$ cat src/rtl/rgbhsl_pkg.sv
`timescale 1ns / 1ps
// ----------------------------------------------------------------------------
// rgbhsl_pkg
// Types and constants shared by the RGB to HSL converter files.
// ----------------------------------------------------------------------------
package rgbhsl_pkg;

  localparam int CH_W    = 8;   // one color channel
  localparam int HUE_W   = 13;  // hue in sixteenths of a degree
  localparam int HQ_W    = 10;  // hue quotient, at most 960
  localparam int HACC_W  = CH_W + HQ_W;
  localparam int SQ_W    = 8;   // saturation quotient, at most 255
  localparam int SACC_W  = CH_W + SQ_W;
  localparam int DIV_STEPS = HQ_W;

  localparam logic signed [HUE_W:0] HUE_GREEN = 14'sd1920;
  localparam logic signed [HUE_W:0] HUE_BLUE  = 14'sd3840;
  localparam logic signed [HUE_W:0] HUE_FULL  = 14'sd5760;

  // Which channel is the largest; ties go to red, then green.
  typedef enum logic [1:0] {
    SEL_RED,
    SEL_GREEN,
    SEL_BLUE
  } sel_t;

  // Payload of one item while it walks through the divider stages.
  typedef struct packed {
    logic              grey;
    sel_t              sel;
    logic              neg;
    logic [CH_W-1:0]   light;
    logic [CH_W-1:0]   d;
    logic [CH_W-1:0]   den;
    logic [HACC_W-1:0] hacc;
    logic [SACC_W-1:0] sacc;
  } div_t;

endpackage

$ cat src/rtl/rgbhsl_if.sv
`timescale 1ns / 1ps
// ----------------------------------------------------------------------------
// rgbhsl_if
// Valid/ready channels for RGB pixels in and HSL results out.
// ----------------------------------------------------------------------------
interface rgbhsl_pix_if import rgbhsl_pkg::*; ();
  logic            valid;
  logic            ready;
  logic [CH_W-1:0] red;
  logic [CH_W-1:0] green;
  logic [CH_W-1:0] blue;

  modport source (output valid, output red, output green, output blue, input ready);
  modport sink   (input valid, input red, input green, input blue, output ready);
endinterface

interface rgbhsl_hsl_if import rgbhsl_pkg::*; ();
  logic             valid;
  logic             ready;
  logic [HUE_W-1:0] hue;
  logic [CH_W-1:0]  saturation;
  logic [CH_W-1:0]  lightness;

  modport source (output valid, output hue, output saturation, output lightness,
                  input ready);
  modport sink   (input valid, input hue, input saturation, input lightness,
                  output ready);
endinterface

$ cat src/rtl/rgbhsl_div_step.sv
`timescale 1ns / 1ps
// ----------------------------------------------------------------------------
// rgbhsl_div_step
// One registered step of the two restoring dividers: one hue quotient bit
// and, where enabled, one saturation quotient bit.
// ----------------------------------------------------------------------------
module rgbhsl_div_step import rgbhsl_pkg::*; (
  input  logic clk,
  input  logic load,
  input  logic sat_step,
  input  div_t din,
  output div_t dout
);

  logic [CH_W:0]   htry;
  logic [CH_W:0]   hsub;
  logic            hge;
  logic [CH_W-1:0] hrem;
  logic [CH_W:0]   stry;
  logic [CH_W:0]   ssub;
  logic            sge;
  logic [CH_W-1:0] srem;
  div_t            dnext;

  // The accumulator holds the partial remainder above the bits still to be
  // shifted in; quotient bits enter at the bottom.
  always_comb begin
    htry = {din.hacc[HACC_W-1 -: CH_W], din.hacc[HQ_W-1]};
    hsub = htry - {1'b0, din.d};
    hge  = (htry >= {1'b0, din.d});
    hrem = hge ? hsub[CH_W-1:0] : htry[CH_W-1:0];

    stry = {din.sacc[SACC_W-1 -: CH_W], din.sacc[SQ_W-1]};
    ssub = stry - {1'b0, din.den};
    sge  = (stry >= {1'b0, din.den});
    srem = sge ? ssub[CH_W-1:0] : stry[CH_W-1:0];

    dnext = din;
    dnext.hacc = {hrem, din.hacc[HQ_W-2:0], hge};
    if (sat_step) begin
      dnext.sacc = {srem, din.sacc[SQ_W-2:0], sge};
    end
  end

  always_ff @(posedge clk) begin
    if (load) begin
      dout <= dnext;
    end
  end

endmodule

$ cat src/rtl/rgb_to_hsl_converter.sv
`timescale 1ns / 1ps
// An accepted pixel passes stage A, stage B, the divider steps and the output register.
// Throughput: one pixel per cycle while the output does not stall; the ten-step hue divider sets the depth.
// Every stage has its own valid bit and fills bubbles while the output stalls.
// Reset (rst, synchronous) clears all valid bits; data registers are not reset.
// ----------------------------------------------------------------------------
// rgb_to_hsl_converter
// Pipelined conversion of 8-bit RGB pixels into hue, saturation, lightness.
// ----------------------------------------------------------------------------
module rgb_to_hsl_converter import rgbhsl_pkg::*; (
  input  logic clk,
  input  logic rst,
  rgbhsl_pix_if.sink   pixel,
  rgbhsl_hsl_if.source color
);

  localparam int NSTG = DIV_STEPS + 3;

  logic [NSTG-1:0] vld;
  logic [NSTG:0]   rdy;

  // Stage A: largest and smallest channel and the hue difference.
  logic [CH_W-1:0]       a_mx;
  logic [CH_W-1:0]       a_mn;
  sel_t                  a_sel;
  logic signed [CH_W:0]  a_diff;
  logic [CH_W-1:0]       mx_c;
  logic [CH_W-1:0]       mn_c;
  sel_t                  sel_c;
  logic signed [CH_W:0]  diff_c;

  // Stage B: divider operands.
  div_t                  b_reg;
  logic [CH_W:0]         sum_c;
  logic [CH_W-1:0]       d_c;
  logic [CH_W:0]         far_c;
  logic [CH_W:0]         mag9_c;
  logic [HACC_W-1:0]     mag_w;
  logic [SACC_W-1:0]     d_w;
  div_t                  b_next;

  div_t                  stg [DIV_STEPS];

  // Output stage.
  logic [HUE_W-1:0]      hue_r;
  logic [CH_W-1:0]       sat_r;
  logic [CH_W-1:0]       light_r;
  logic signed [HUE_W:0] base_c;
  logic signed [HUE_W:0] q_c;
  logic signed [HUE_W:0] hs_c;
  logic signed [HUE_W:0] hw_c;
  div_t                  last;

  // Each stage takes a new item when it is empty or its item moves on.
  always_comb begin
    rdy[NSTG] = color.ready;
    for (int k = NSTG - 1; k >= 0; k--) begin
      rdy[k] = !vld[k] || rdy[k+1];
    end
  end

  assign pixel.ready = rdy[0];

  always_ff @(posedge clk) begin
    if (rst) begin
      vld <= '0;
    end else begin
      if (rdy[0]) begin
        vld[0] <= pixel.valid;
      end
      for (int k = 1; k < NSTG; k++) begin
        if (rdy[k]) begin
          vld[k] <= vld[k-1];
        end
      end
    end
  end

  always_comb begin
    mx_c = pixel.red;
    if (pixel.green > mx_c) mx_c = pixel.green;
    if (pixel.blue > mx_c) mx_c = pixel.blue;
    mn_c = pixel.red;
    if (pixel.green < mn_c) mn_c = pixel.green;
    if (pixel.blue < mn_c) mn_c = pixel.blue;

    if (mx_c == pixel.red) begin
      sel_c  = SEL_RED;
      diff_c = $signed({1'b0, pixel.green}) - $signed({1'b0, pixel.blue});
    end else if (mx_c == pixel.green) begin
      sel_c  = SEL_GREEN;
      diff_c = $signed({1'b0, pixel.blue}) - $signed({1'b0, pixel.red});
    end else begin
      sel_c  = SEL_BLUE;
      diff_c = $signed({1'b0, pixel.red}) - $signed({1'b0, pixel.green});
    end
  end

  always_ff @(posedge clk) begin
    if (rdy[0]) begin
      a_mx   <= mx_c;
      a_mn   <= mn_c;
      a_sel  <= sel_c;
      a_diff <= diff_c;
    end
  end

  always_comb begin
    sum_c  = {1'b0, a_mx} + {1'b0, a_mn};
    d_c    = a_mx - a_mn;
    far_c  = 9'd510 - sum_c;
    mag9_c = a_diff[CH_W] ? (-a_diff) : a_diff;
    mag_w  = {{(HACC_W-CH_W){1'b0}}, mag9_c[CH_W-1:0]};
    d_w    = {{(SACC_W-CH_W){1'b0}}, d_c};

    b_next.grey  = (d_c == '0);
    b_next.sel   = a_sel;
    b_next.neg   = a_diff[CH_W];
    b_next.light = sum_c[CH_W:1];
    b_next.d     = d_c;
    b_next.den   = (sum_c < 9'd255) ? sum_c[CH_W-1:0] : far_c[CH_W-1:0];
    // 960 * |diff| and 255 * d as shifts and a subtract.
    b_next.hacc  = (mag_w << 10) - (mag_w << 6);
    b_next.sacc  = (d_w << 8) - d_w;
  end

  always_ff @(posedge clk) begin
    if (rdy[1]) begin
      b_reg <= b_next;
    end
  end

  for (genvar k = 0; k < DIV_STEPS; k++) begin : g_step
    rgbhsl_div_step u_step (
      .clk      (clk),
      .load     (rdy[k+2]),
      .sat_step (k < SQ_W),
      .din      ((k == 0) ? b_reg : stg[(k == 0) ? 0 : k-1]),
      .dout     (stg[k])
    );
  end

  assign last = stg[DIV_STEPS-1];

  always_comb begin
    case (last.sel)
      SEL_GREEN: base_c = HUE_GREEN;
      SEL_BLUE:  base_c = HUE_BLUE;
      default:   base_c = '0;
    endcase
    q_c  = $signed({{(HUE_W+1-HQ_W){1'b0}}, last.hacc[HQ_W-1:0]});
    hs_c = last.neg ? (base_c - q_c) : (base_c + q_c);
    hw_c = hs_c[HUE_W] ? (hs_c + HUE_FULL) : hs_c;
  end

  always_ff @(posedge clk) begin
    if (rdy[NSTG-1]) begin
      hue_r   <= last.grey ? '0 : hw_c[HUE_W-1:0];
      sat_r   <= last.grey ? '0 : last.sacc[SQ_W-1:0];
      light_r <= last.light;
    end
  end

  assign color.valid      = vld[NSTG-1];
  assign color.hue        = hue_r;
  assign color.saturation = sat_r;
  assign color.lightness  = light_r;

endmodule

$ cat src/flat_wrapper.sv
// flat-port wrapper written by rule: the top's interface ports become plain ports
module rgb_to_hsl_converter_flat import rgbhsl_pkg::*;
  (clk, rst, pixel_valid, pixel_red, pixel_green, pixel_blue, pixel_ready, color_valid, color_hue, color_saturation, color_lightness, color_ready);
  rgbhsl_pix_if pixel_i ();
  rgbhsl_hsl_if color_i ();
  input  logic clk;
  input  logic rst;
  input wire logic [$bits(pixel_i.valid)-1:0] pixel_valid;
  input wire logic [$bits(pixel_i.red)-1:0] pixel_red;
  input wire logic [$bits(pixel_i.green)-1:0] pixel_green;
  input wire logic [$bits(pixel_i.blue)-1:0] pixel_blue;
  output wire logic [$bits(pixel_i.ready)-1:0] pixel_ready;
  output wire logic [$bits(color_i.valid)-1:0] color_valid;
  output wire logic [$bits(color_i.hue)-1:0] color_hue;
  output wire logic [$bits(color_i.saturation)-1:0] color_saturation;
  output wire logic [$bits(color_i.lightness)-1:0] color_lightness;
  input wire logic [$bits(color_i.ready)-1:0] color_ready;
  assign pixel_i.valid = pixel_valid;
  assign pixel_i.red = pixel_red;
  assign pixel_i.green = pixel_green;
  assign pixel_i.blue = pixel_blue;
  assign pixel_ready = pixel_i.ready;
  assign color_valid = color_i.valid;
  assign color_hue = color_i.hue;
  assign color_saturation = color_i.saturation;
  assign color_lightness = color_i.lightness;
  assign color_i.ready = color_ready;
  rgb_to_hsl_converter u_core (.clk(clk), .rst(rst), .pixel(pixel_i), .color(color_i));
endmodule
$ cat config.mk
export PLATFORM = sky130hd
export DESIGN_NAME = rgb_to_hsl_converter_flat
export DESIGN_NICKNAME = d
export VERILOG_FILES = /design/src/rtl/rgbhsl_pkg.sv /design/src/rtl/rgbhsl_if.sv /design/src/rtl/rgbhsl_div_step.sv /design/src/rtl/rgb_to_hsl_converter.sv /design/src/flat_wrapper.sv
export SDC_FILE = /design/constraint.sdc
export NUM_CORES = 1
export LEC_CHECK = 0
export BUFFER_PORTS_ARGS = -buffer_cell sky130_fd_sc_hd__buf_2
export CORE_MARGIN = 4
export CORE_UTILIZATION = 35
export DETAILED_ROUTE_END_ITERATION = 8
export PLACE_DENSITY = 0.59
export SKIP_CTS_REPAIR_TIMING = 1
export SYNTH_ARGS = -nofsm -noshare
export SYNTH_HDL_FRONTEND = slang
export SYNTH_HIERARCHICAL = 1
export SYNTH_SLANG_ARGS = --single-unit
$ cat constraint.sdc
create_clock -name clk -period 6.7 [get_ports clk]
set_clock_uncertainty 0.2 [all_clocks]
set_input_delay 0.67 -clock clk [delete_from_list [all_inputs] [get_ports clk]]
set_output_delay 0.67 -clock clk [all_outputs]
set_load 0.01 [all_outputs]
==> impl_results.md <==
- Outcome: finished, final reports clean
- GPL Wtd Cong: 0.853
- Tot Pwr: 23.7 mW
- Per-cell routed wire length: 14.8 um
- ANT nets after route: 0
- Fin cells: 4651
- Max H-tree Level: 3
- Root Buffer Master: clkbuf_16
- Multi-input gate area: 14800 sq um
- Slew headroom: 27.4%
- Synthesized area: 37600 sq um
- Core box area: 106000 sq um
- Crit Path Max Fanout: 20
- Antenna diodes: 0
- Path type of the worst setup path: in -> reg
- Endpoint class of the critical path: flip-flop
- Critical Path AT: 5.67 ns
- FILL cells: 10100
- Worst skew pair latency: 0.60 ns
- Pleak: 16.7 nW
- Final #Nets: 3484
- Power per cell area: 565 nW/um^2
- Worst Setup Start Kind: primary input
- Clock-pin slew of the registers on the worst-case setup and hold paths: 0.06 ns
- DRT Wirelength: 68.7 mm
- Initial antenna violation count: 0
- Clk sinks: 711
- Storage cell area: 21200 sq um
- Fin Setup TNS: 0 ns
- Hold crit path type: in -> reg
- Total congestion overflow: 0
- IO buf count: 58
- Die Span Y: 336 um
- Final Max Tran Viols: 0
- Placed insts: 4508
- Initial Util: 35.5%
- Vias in the first global route: 22900
- Layout cell share with drive strength beyond 1: 11.0%
- Mean Syn Cell Area: 12.2 sq um
- Setup violators final: 0
- Max cap viols: 0
- Max Freq: 0.184 GHz
- VDD IR max: 0.000191 V
- Total CTS buffers: 78
- CP Data Required Time: 6.95 ns
- Total Die Area: 113000 sq um
- Slew at the pin closest to its max-slew limit: 1.09 ns
- P&R area growth vs syn: 11.8%
- Synth Instances: 3086
- DRC violations left: 0
- Clock Tree Buf Depth: 3
- Via Count: 22800
- GRT Total Usage: 12.2%
- Number of flip-flops under the largest register name: 588
- Hold Vio Cnt, Final: 0
- Largest net degree at the start of global routing: 63
- Final Cycle Share: 80.9%
- Site row count: 119
- Die Wd: 336 um
- Ports: 59
- Tmin final: 5.42 ns
- RSZ-0062 raised after global routing: false
- Vias per cell: 4.90
- Dpl hpwl: 51.3 mm
- Ys Warns: 6
- CTS tree: done
- Drt initial violations: 1014
- Global-route wire length before repair: 115 mm
- DRT Pass-1 Iters: 5
through the flow:
stage	hold WS [ns]	worst slack, ns	cell area (sq um)	utilization, %
floorplan	0.200	0.874	37700	-
global placement	0.201	0.732	39400	37.2
detailed placement	0.205	0.735	39400	37.2
CTS	0.110	1.39	42000	39.7
global route	0.138	0.990	42000	39.7
finish	0.168	1.28	42000	39.7
worst max-delay path, stage by stage:
cell and delay, ns:
buf_2 0.18, inv_1 0.11, ha_1 0.39, nand3_1 0.17, o211ai_1 0.28, or2_1 0.62
nor2_1 0.08, a21oi_1 0.34, ha_1 0.32, nor2b_1 0.13, o211a_1 0.23, o21ai_2 0.42
a21oi_1 0.19, o21ai_0 0.30, nand4_1 0.43, or4_1 0.62, a31oi_1 0.17
path summary, 6_finish.rpt:
path | start | to | slack, ns | depth (start not counted)
max | pixel_green[6] | u_core/a_diff[4] | 1.28 | 17
max reg2reg | u_core/vld[12] | u_core/g_step[0].u_step/dout[41] | 2.51 | 8
min reg2reg | u_core/g_step[3].u_step/dout[16] | u_core/g_step[4].u_step/dout[17] | 0.21 | 0
min | pixel_valid | u_core/vld[0] | 0.17 | 3
placed cells by master, fill, tap and decap left out, types with 19 or more instances in the layout:
master     count
a21o_1        23
a21oi_1      155
a31oi_1       35
and3_1        21
buf_2         58
clkbuf_1      20
clkbuf_16     80
conb_1        37
edfxtp_1     698
fa_1          24
ha_1         235
inv_1        326
mux2_2        94
mux2i_1       53
nand2_1      168
nand2b_1      77
nand3_1       43
nor2_1       195
nor2b_1       91
nor3_1        37
o211ai_1      30
o21a_1        43
o21ai_0      139
o21ai_1       21
o221ai_1      47
o31ai_1       19
xnor2_1       60
xor2_1        37
report_power, final:
part	switching (mW)	leakage [nW]	internal, mW	total, mW
clock network	1.72	1.26	2.58	4.30
logic	5.83	7.97	4.78	10.6
registers	1.07	7.44	7.76	8.84
total	8.62	16.7	15.1	23.7
final cells by class:
type,count,area share (%)
sequential,711,50.5
clock buffer,102,5.01
tap,1391,4.14
timing repair buffer,73,0.958
inverter,331,2.96
clock inverter,41,1.21
multi-input combinational,2002,35.2
routing by layer:
metal  wire [um]  GRT usage (%)  vias to the layer above
met5           0              0                        -
met4        1660           3.84                        0
met3        2670           1.88                      116
met2       34500           22.4                      363
met1       29900           14.7                    10700
li1            -              -                    11600
Power figures use the tool's default switching activity.
